`src/rtl/lbc_pkg.sv`:
```
// Package for the LZW byte compressor: sizes, hash, controller states and
// the command/status structs between controller and datapath. No dependencies.
`default_nettype none
package lbc_pkg;
	localparam int DICT_ENTRIES = 4096;
	localparam int BYTE_W       = 8;
	localparam int CODE_W       = $clog2(DICT_ENTRIES);
	localparam int NFC_W        = CODE_W + 1;
	localparam int KEY_W        = CODE_W + BYTE_W;
	localparam int TBL_AW       = CODE_W + 1;
	localparam int EPOCH_W      = 8;
	localparam int FIRST_ENTRY  = 256;

	typedef enum logic [2:0] {
		ST_CLEAR,
		ST_IDLE,
		ST_READ,
		ST_CMP,
		ST_MISS,
		ST_FIN
	} state_t;

	typedef struct packed {
		logic [KEY_W-1:0]   key;
		logic [CODE_W-1:0]  code;
		logic [EPOCH_W-1:0] epoch;
	} slot_t;

	typedef struct packed {
		logic load;
		logic take_hit;
		logic probe_next;
		logic emit_miss;
		logic emit_fin;
		logic clr_step;
	} cmd_t;

	typedef struct packed {
		logic first;
		logic live;
		logic match;
		logic fin;
		logic wrap;
		logic clr_last;
		logic out_free;
	} sts_t;

	function automatic logic [TBL_AW-1:0] slot_hash(input logic [CODE_W-1:0] prefix,
			input logic [BYTE_W-1:0] b);
		logic [TBL_AW-1:0] p;
		logic [TBL_AW-1:0] s;
		p = TBL_AW'(prefix);
		s = TBL_AW'(b) << (TBL_AW - BYTE_W);
		return p ^ s;
	endfunction
endpackage
`default_nettype wire

```
`src/rtl/lbc_ctrl.sv`:
```
// Controller FSM for the LZW byte compressor.
// Depends on lbc_pkg (state_t, cmd_t, sts_t).
`default_nettype none
module lbc_ctrl (
	input  wire logic          clk,
	input  wire logic          arst_n,
	input  wire logic          in_valid,
	input  wire logic          is_final,
	input  wire lbc_pkg::sts_t sts,
	output lbc_pkg::cmd_t      cmd,
	output logic               in_ready
);
	lbc_pkg::state_t state_q, state_d;

	always_ff @(posedge clk or negedge arst_n) begin
		if (!arst_n) begin
			state_q <= lbc_pkg::ST_CLEAR;
		end else begin
			state_q <= state_d;
		end
	end

	always_comb begin
		state_d = state_q;
		unique case (state_q)
			lbc_pkg::ST_CLEAR: begin
				if (sts.clr_last) state_d = lbc_pkg::ST_IDLE;
			end
			lbc_pkg::ST_IDLE: begin
				if (in_valid) begin
					if (!sts.first) state_d = lbc_pkg::ST_READ;
					else if (is_final) state_d = lbc_pkg::ST_FIN;
				end
			end
			lbc_pkg::ST_READ: state_d = lbc_pkg::ST_CMP;
			lbc_pkg::ST_CMP: begin
				if (!sts.live) state_d = lbc_pkg::ST_MISS;
				else if (!sts.match) state_d = lbc_pkg::ST_READ;
				else state_d = sts.fin ? lbc_pkg::ST_FIN : lbc_pkg::ST_IDLE;
			end
			lbc_pkg::ST_MISS: begin
				if (sts.out_free) state_d = sts.fin ? lbc_pkg::ST_FIN : lbc_pkg::ST_IDLE;
			end
			lbc_pkg::ST_FIN: begin
				if (sts.out_free) state_d = sts.wrap ? lbc_pkg::ST_CLEAR : lbc_pkg::ST_IDLE;
			end
			default: state_d = lbc_pkg::ST_CLEAR;
		endcase
	end

	always_comb begin
		in_ready       = (state_q == lbc_pkg::ST_IDLE);
		cmd.load       = (state_q == lbc_pkg::ST_IDLE) && in_valid;
		cmd.take_hit   = (state_q == lbc_pkg::ST_CMP) && sts.live && sts.match;
		cmd.probe_next = (state_q == lbc_pkg::ST_CMP) && sts.live && !sts.match;
		cmd.emit_miss  = (state_q == lbc_pkg::ST_MISS) && sts.out_free;
		cmd.emit_fin   = (state_q == lbc_pkg::ST_FIN) && sts.out_free;
		cmd.clr_step   = (state_q == lbc_pkg::ST_CLEAR);
	end
endmodule
`default_nettype wire

```
`config.mk`:
```
export PLATFORM = sky130hd
export DESIGN_NAME = lbc_ctrl
export DESIGN_NICKNAME = d
export VERILOG_FILES = /design/src/rtl/lbc_pkg.sv /design/src/rtl/lbc_ctrl.sv
export SDC_FILE = /design/constraint.sdc
export NUM_CORES = 1
export LEC_CHECK = 0
export ABC_AREA = 1
export BUFFER_PORTS_ARGS = -buffer_cell sky130_fd_sc_hd__buf_4
export CAP_MARGIN = 20
export CORE_AREA = 2 2 39 41
export DETAILED_ROUTE_END_ITERATION = 7
export DIE_AREA = 0 0 41 43
export PLACE_DENSITY = 0.62
export SETUP_SLACK_MARGIN = 0.15
export SYNTH_ARGS = -nofsm -noshare
export SYNTH_HDL_FRONTEND = slang
export SYNTH_SLANG_ARGS = --single-unit
```
`constraint.sdc`:
```
create_clock -name clk -period 1.6 [get_ports clk]
set_input_delay 0.32 -clock clk [delete_from_list [all_inputs] [get_ports clk]]
set_output_delay 0.32 -clock clk [all_outputs]
set_load 0.03 [all_outputs]
```
==> flow_summary.yaml, run 1 <==
synth:
  synthTopCellsByArea: "dfrtp_1 22%, nand2_1 12%, nand3_1 8.7%, nand3_2 8.7%, inv_1 8.7%"
  synthAdderAreaFrac: 0
  ys_warn_count: 0
  synth_area_per_cell_sq_um: 6.14
  synth_top_family_by_area: "simple AND/OR/NAND/NOR gates"
  yosysUniqueCellTypes: 15
  yosysSeqAreaShare: 0.218
  synth-compound-area-share: 0.0364
  synth.largest_area_cell: "dfrtp_1"
  ys_seq_elements: 3
  synth_area_sq_um: 344
  synthCells: 56
  muxShareOfSynthArea: 0
  syn-num-nets: 67
  synthSimpleGateAreaFrac: 0.553
  synth_xor_area_frac: 0
  yosys.area.top_type_share: 0.218
critical_path:
  critPathSlowestCell: "dfrtp_2"
  end_kind: "primary output"
  cp_slowest_stage_delay_ns: 0.46
  startpoint_type: "register"
  worstPathRequired_ns: 1.28
  critical_path_class: "register to primary output"
  cp.arrival_ns: 1.14
  crit_fanout: 7
  crit_path_cell_trace: "nor4_2, buf_4"
  r2r_cells: 8
place:
  dp_slack_ns: 0.220
  dp_cells: 87
  io_buffers: 17
  dp_hpwl_microns: 638
  place_congestion: 0.804
clock_network:
  htreeDepth: 1
  cts_tree: "yes"
  clk_path_buf_depth: 2
  clk_pin_slew_worst_paths_ns: 0.04
  clk_latency_ns: 0.23
  cts_sinks: 3
  clock-root-buffer: "clkbuf_4"
  numCtsBuffers: 3
global_routing:
  grt_pass1_wl_microns: 1790
  grt_pass1_vias: 451
  antenna_found_initial: 0
  gr-total-overflow: 0
  grt_usage: 0.146
  grt_max_degree: 8
sta:
  slew_violations: 0
  fin_crit_ns: 1.46
  setup_viol: 0
  fin_worst_skew_ns: 0.00360
  rsz0062_at_grt: "true"
  hold_viol: 0
  whs_ns: 0.419
  clock.fmax_mhz: 686
  worst_slew_pin_slew_ns: 0.214
  finalWorstSetupSlack_ns: 0.141
  tns_ns: 0
  relSlewSlack: 0.856
  finalCritPeriodShare: 0.912
routing:
  drt-total-wl_microns: 1090
  drt-initial-drc-count: 16
  ant_nets: 0
  vias: 489
  drc: 0
  wire_per_inst_microns: 9.96
  via_per_inst: 4.49
  dr.pass1.iters: 4
finish:
  fin_cells: 109
  synthToLayoutAreaGrowth_pct: 94.2
  layout_commonest_cell: "buf_4"
  largest_reg_flops: 3
  final_cell_mix: "31 x buf_4, 11 x nand2_1, 8 x inv_1"
  final_nets: 105
  nFillCells: 143
  antenna_cells: 0
  drive_gt1_frac: 0.570
  post-route-util: 0.483
  reg_top3: "state_q: 3 flops"
  top_register: "state_q"
floorplan:
  die_h_microns: 43
  num_rows: 14
  die_area_sq_mm: 0.00176
  die_w_microns: 41
  core_sq_mm: 0.00138
  io_pins: 18
  start_util: 0.249
power:
  p_clk_frac: 0.100
  swShare: 0.466
  pwr-share-comb: 0.753
  power_frac_seq: 0.147
  powerDensity_mw_per_mm2: 1920
  internal-power_uw: 687
  irDropWorstVdd_v: 0.000827
  p_leak_uw: 0.000366
  switchingPower_uw: 598
flow_run:
  maxCapViolCount: 0
min_path:
  min_path_type: "primary input to asynchronous set/reset pin"
status:
  status: "finished clean"
-- what timing repair did --
item	CTS	global route
buffers inserted	16	1
pin swaps	2	1
hold buffers	1	0
setup endpoints to repair	6	7
resized for setup	6	1
hold endpoints to repair	3	0
-- per-stage QoR --
stage | total power (uW) | area (sq um)
after floorplan | 700 | 362
after global placement | 818 | 487
after detailed placement | 815 | 487
after CTS | 1230 | 657
after global routing | 1390 | 668
final | 1290 | 668
-- path summary, 6_finish.rpt --
check	start	end	slack (ns)
min in group clk	sts[0]	state_q[2]	0.47
min	arst_n	state_q[0]	0.42
max reg2reg	state_q[0]	state_q[2]	0.27
min reg2reg	state_q[0]	state_q[0]	0.80
max in group asynchronous	arst_n	state_q[2]	1.08
max	state_q[1]	cmd[2]	0.14
-- power by group through the flow --
| stage | Sequential, uW | Clock (uW) | Combinational [uW] |
|---|---|---|---|
| 5_1_grt | 196 | 143 | 1050 |
| 3_5_place_dp | 216 | 0 | 599 |
| 2_1_floorplan | 137 | 0 | 563 |
| 6_report | 189 | 128 | 968 |
| 4_1_cts | 185 | 134 | 914 |
| 3_3_place_gp | 213 | 0 | 606 |
-- cell families (layout without fill, tap and decap cells) --
kind of cell,after synthesis,count (layout)
simple gates,38,38
buf+inv,13,50
flops,3,3
compound gates,2,2
-- cells in the mapped netlist (all sizes together) --
| master | n |
|---|---|
| buf | 2 |
| dfrtp | 3 |
| inv | 11 |
| nand2 | 11 |
| nand3 | 9 |
| nand4 | 2 |
| nor2 | 11 |
| nor3 | 3 |
| nor4 | 2 |
| o211ai | 1 |
| o21ai | 1 |
-- cell type report --
cell class	count	area (sq um)	area share
multi-input cells	40	223	0.333
clock buffers	4	26.3	0.0393
repair buffers	35	277	0.414
well taps	16	20.0	0.0300
inverters	11	43.8	0.0655
flip-flops and latches	3	78.8	0.118
-- per-layer routing --
metal	wire length, microns	vias up	global-route usage
met2	568	21	0.216
met1	430	213	0.207
met3	88	0	0.0209
met5	0	-	0
met4	0	0	0.0533
li1	-	255	-
-- critical path: cells and delay by family, from the launching register on --
kind | cells | cell delay [ns]
buffers and inverters | 1 | 0.20
DFF | 1 | 0.46
and+or+nand+nor | 1 | 0.25
(Power assumes the default switching activity.)
==> run 2: changes to the inputs <==
PLACE_DENSITY = 0.64   (was 0.62)
RECOVER_POWER = 50   (was default)
clock period = 1.32 ns   (was 1.6 ns; I/O delays follow)
==> flow_summary.yaml, run 2 (synthesis results as in run 1) <==
finish:
  final_cell_mix: "21 x buf_4, 10 x nand2_1, 7 x inv_1"
  drive_gt1_frac: 0.565
  synthToLayoutAreaGrowth_pct: 91.6
  largest_reg_flops: 3
  layout_commonest_cell: "buf_4"
  antenna_cells: 0
  top_register: "state_q"
  final_nets: 97
  reg_top3: "state_q: 3 flops"
clock_network:
  cts_sinks: 3
  numCtsBuffers: 3
  clock-root-buffer: "clkbuf_4"
  clk_path_buf_depth: 2
  cts_tree: "yes"
  htreeDepth: 1
  clk_latency_ns: 0.24
  clk_pin_slew_worst_paths_ns: 0.04
status:
  status: "finished with violations"
  failed_checks: "setup timing"
global_routing:
  grt_util_met3: 0.0314
  gr-total-overflow: 0
  met2_usage: 0.216
  grt_pass1_wl_microns: 1680
  antenna_found_initial: 0
  grt_util_met1: 0.166
  grt_usage: 0.142
  busiest_layer: "met2"
  grt_max_degree: 8
  grt_pass1_vias: 448
critical_path:
  crit-reg2reg-launch: "state_q[0]"
  r2r_slack_ns: 0.08
  cp.depth: 4
  critical_path.endpoint: "cmd[4]"
  end_kind: "primary output"
  crit_fanout: 6
  crit_path_cell_trace: "inv_4, nand3_2, nor2_4, buf_4"
  worstPathRequired_ns: 1.06
  startpoint: "state_q[2]"
  startpoint_type: "register"
  reg2reg_to: "state_q[2]"
  critPathSlowestCell: "dfrtp_1"
  cp_slowest_stage_delay_ns: 0.40
  critical_path_class: "register to primary output"
  path_buf_inv: 2
  critPathTopFamily: "flip-flops"
  cp.arrival_ns: 1.17
  r2r_cells: 7
power:
  powerDensity_mw_per_mm2: 2310
  p_clk_frac: 0.107
  irDropWorstVdd_v: 0.00106
  pwr-share-comb: 0.731
  swShare: 0.508
  internal-power_uw: 750
  switchingPower_uw: 774
  p_leak_uw: 0.000332
  power_uw: 1520
  power_frac_seq: 0.163
sta:
  finalWorstSetupSlack_ns: -0.114
  whs_ns: 0.361
  fin_crit_ns: 1.43
  worst_slew_pin_slew_ns: 0.227
  slew_violations: 0
  rsz0062_at_grt: "true"
  clock.fmax_mhz: 698
  finalCritPeriodShare: 1.09
  hold_viol: 0
  fin_worst_skew_ns: 0.00217
  relSlewSlack: 0.849
  setup_viol: 7
floorplan:
  die_w_microns: 41
  core_sq_mm: 0.00138
  start_util: 0.249
  io_pins: 18
  die_area_sq_mm: 0.00176
  num_rows: 14
  die_h_microns: 43
routing:
  drt-total-wl_microns: 999
  via_per_inst: 4.54
  drc: 0
  dr.pass1.iters: 4
  ant_nets: 0
  drt-initial-drc-count: 3
  wire_per_inst_microns: 9.89
  vias: 459
place:
  place_congestion: 0.829
  dp_hpwl_microns: 709
  io_buffers: 17
flow_run:
  maxCapViolCount: 0
min_path:
  min_path_type: "primary input to asynchronous set/reset pin"
[run 2: cell count changes in the layout (fill, tap and decap cells not counted), moves of 2 or more]
cell / previous run / this run
buf_4: 31 / 21
nor2_4: 0 / 4
nor2_1: 7 / 5
nor4_4: 0 / 2
nor4_2: 2 / 0
nor2_2: 4 / 2
[run 2: final cells by class]
type | count | area, sq um
inverters | 11 | 46.3
well taps | 16 | 20.0
clock buffers | 4 | 26.3
multi-input cells | 40 | 273
flip-flops and latches | 3 | 77.6
repair buffers | 27 | 216
fillers | 142 | 724
[run 2: power by group through the flow]
stage / logic (uW) / registers, uW / clock network [uW]
2_1_floorplan: 750 / 166 / 0
6_report: 1110 / 248 / 163
3_3_place_gp: 878 / 245 / 0
5_1_grt: 1210 / 259 / 167
4_1_cts: 1050 / 251 / 164
3_5_place_dp: 876 / 251 / 0
[run 2: repair_timing]
item / in CTS / in global routing
buffers inserted: 5 / 1
hold buffers: 1 / 0
endpoints found under the hold margin: 3 / 0
endpoints found under the setup margin: 10 / 10
pin swaps: 1 / 1
gates resized for setup: 7 / 5
[run 2: metrics by stage]
stage               worst slack (ns)  utilization  setup TNS [ns]  std cells  instance area (sq um)
global route                  -0.167        0.476          -0.981        101                    659
CTS                           -0.120        0.463          -0.794        100                    641
finish                        -0.114        0.476          -0.675        101                    659
global placement             0.00301        0.395               0         90                    547
detailed placement           -0.0113        0.395         -0.0296         90                    547
floorplan                     0.0721            -               0         56                    399
[run 2: worst reg2reg max path, cell delays in order (launching register included)]
cell	delay [ns]
dfrtp_2	0.47
buf_4	0.19
nor2_4	0.11
nand3_2	0.08
nand3_1	0.09
nor2_1	0.06
nand2_1	0.06
nand2_1	0.06
[run 2: how the worst min path moves through the flow]
stage	startpoint	to	slack, ns	depth (start not counted)
2_1_floorplan	arst_n	state_q[0]	-0.03	0
4_1_cts	arst_n	state_q[1]	0.35	2
3_5_place_dp	arst_n	state_q[2]	0.05	1
5_1_grt	arst_n	state_q[1]	0.38	2
6_report	arst_n	state_q[1]	0.36	2
3_3_place_gp	arst_n	state_q[2]	0.05	1
[run 2: routing by layer]
layer	up-vias	wire, microns
li1	242	-
met1	195	429
met3	4	58
met2	18	481
met4	0	29
met5	-	0
==> run 3: changes to the inputs <==
PLACE_DENSITY = 0.62   (was 0.64)
clock period = 1.6 ns   (was 1.32 ns; I/O delays follow)
==> flow_summary.yaml, run 3 (synthesis results as in run 1) <==
clock_network:
  cts_tree: "yes"
  htreeDepth: 1
  cts_sinks: 3
  clk_path_buf_depth: 2
  clock-root-buffer: "clkbuf_4"
  numCtsBuffers: 3
  clk_pin_slew_worst_paths_ns: 0.04
  clk_latency_ns: 0.23
place:
  dp_hpwl_microns: 638
  dp_cells: 87
  place_congestion: 0.804
  io_buffers: 17
  dp_slack_ns: 0.220
power:
  internal-power_uw: 665
  power_uw: 1260
  irDropWorstVdd_v: 0.000824
  power_frac_seq: 0.149
  switchingPower_uw: 595
  pwr-share-comb: 0.748
  powerDensity_mw_per_mm2: 1920
  swShare: 0.472
  p_clk_frac: 0.102
  p_leak_uw: 0.000355
routing:
  wire_per_inst_microns: 9.74
  drc: 0
  drt-total-wl_microns: 1060
  dr.pass1.iters: 4
  drt-initial-drc-count: 14
  via_per_inst: 4.49
  ant_nets: 0
  vias: 489
critical_path:
  crit_path_cell_trace: "nor4_2, buf_4"
  path_buf_inv: 1
  crit_fanout: 7
  cp.arrival_ns: 1.14
  worstPathRequired_ns: 1.28
  startpoint: "state_q[1]"
  reg2reg_to: "state_q[2]"
  crit-reg2reg-launch: "state_q[0]"
  critical_path_class: "register to primary output"
  r2r_cells: 8
  r2r_slack_ns: 0.29
  startpoint_type: "register"
  cp_slowest_stage_delay_ns: 0.46
  end_kind: "primary output"
  critPathTopFamily: "flip-flops"
  critPathSlowestCell: "dfrtp_2"
  cp.depth: 2
finish:
  synthToLayoutAreaGrowth_pct: 90.9
  top_register: "state_q"
  nFillCells: 147
  multi_input_area_sq_um: 223
  antenna_cells: 0
  largest_reg_flops: 3
  fin_cells: 109
  layout_commonest_cell: "buf_4"
  final_nets: 105
  final_cell_mix: "28 x buf_4, 11 x nand2_1, 8 x inv_1"
  regArea_sq_um: 78.8
  reg_top3: "state_q: 3 flops"
  drive_gt1_frac: 0.538
sta:
  fin_crit_ns: 1.46
  finalWorstSetupSlack_ns: 0.141
  relSlewSlack: 0.855
  tns_ns: 0
  hold_viol: 0
  slew_violations: 0
  rsz0062_at_grt: "true"
  clock.fmax_mhz: 685
  setup_viol: 0
  finalCritPeriodShare: 0.912
  fin_worst_skew_ns: 0.00419
  worst_slew_pin_slew_ns: 0.215
flow_run:
  maxCapViolCount: 0
floorplan:
  start_util: 0.249
  die_area_sq_mm: 0.00176
  die_h_microns: 43
  num_rows: 14
  io_pins: 18
  core_sq_mm: 0.00138
  die_w_microns: 41
global_routing:
  grt_usage: 0.146
  gr-total-overflow: 0
  grt_pass1_vias: 451
  grt_pass1_wl_microns: 1790
  antenna_found_initial: 0
  grt_max_degree: 8
min_path:
  min_path_type: "primary input to asynchronous set/reset pin"
status:
  status: "finished clean"
==> run 3: cell count changes in the layout (fill, tap and decap cells not counted), sizes merged <==
cell    change
buf         +6
clkbuf      +2
==> run 3: per-layer routing <==
metal | track usage | share of wire | up-vias
met3 | 0.0209 | 0.079 | 2
li1 | - | - | 255
met4 | 0.0533 | 0.0094 | 0
met1 | 0.207 | 0.39 | 211
met2 | 0.216 | 0.52 | 21
met5 | 0 | 0 | -
==> run 3: area by class of cell <==
| type | count | share of cell area |
|---|---|---|
| repair buffers | 35 | 0.404 |
| flip-flops and latches | 3 | 0.120 |
| well taps | 16 | 0.0305 |
| clock buffers | 4 | 0.0400 |
| multi-input cells | 40 | 0.339 |
| inverters | 11 | 0.0667 |
==> run 3: worst max path at each step <==
stage | end
CTS | cmd[2]
global route | cmd[1]
global placement | cmd[1]
detailed placement | cmd[1]
finish | cmd[2]
floorplan | cmd[1]
==> run 3: stage by stage <==
| stage | util | instance area (sq um) | hold WS [ns] |
|---|---|---|---|
| finish | 0.475 | 657 | 0.423 |
| global route | 0.475 | 657 | 0.435 |
| CTS | 0.475 | 657 | 0.411 |
| detailed placement | 0.352 | 487 | 0.110 |
| global placement | 0.352 | 487 | 0.109 |
| floorplan | - | 362 | 0.0244 |
==> run 3: power by group through the flow <==
stage	registers [uW]	logic (uW)	clock network [uW]
after detailed placement	216	599	0
after global routing	196	1030	143
after CTS	185	914	134
final	188	943	129
after floorplan	137	563	0
after global placement	213	606	0
==> run 3: repair_timing <==
item                                   4_1_cts  5_1_grt
setup buffers                               16        1
endpoints found under the hold margin        3        0
hold buffers                                 1        0
pin swaps                                    2        1
setup endpoints to repair                    6        7
gates resized for setup                      6        1
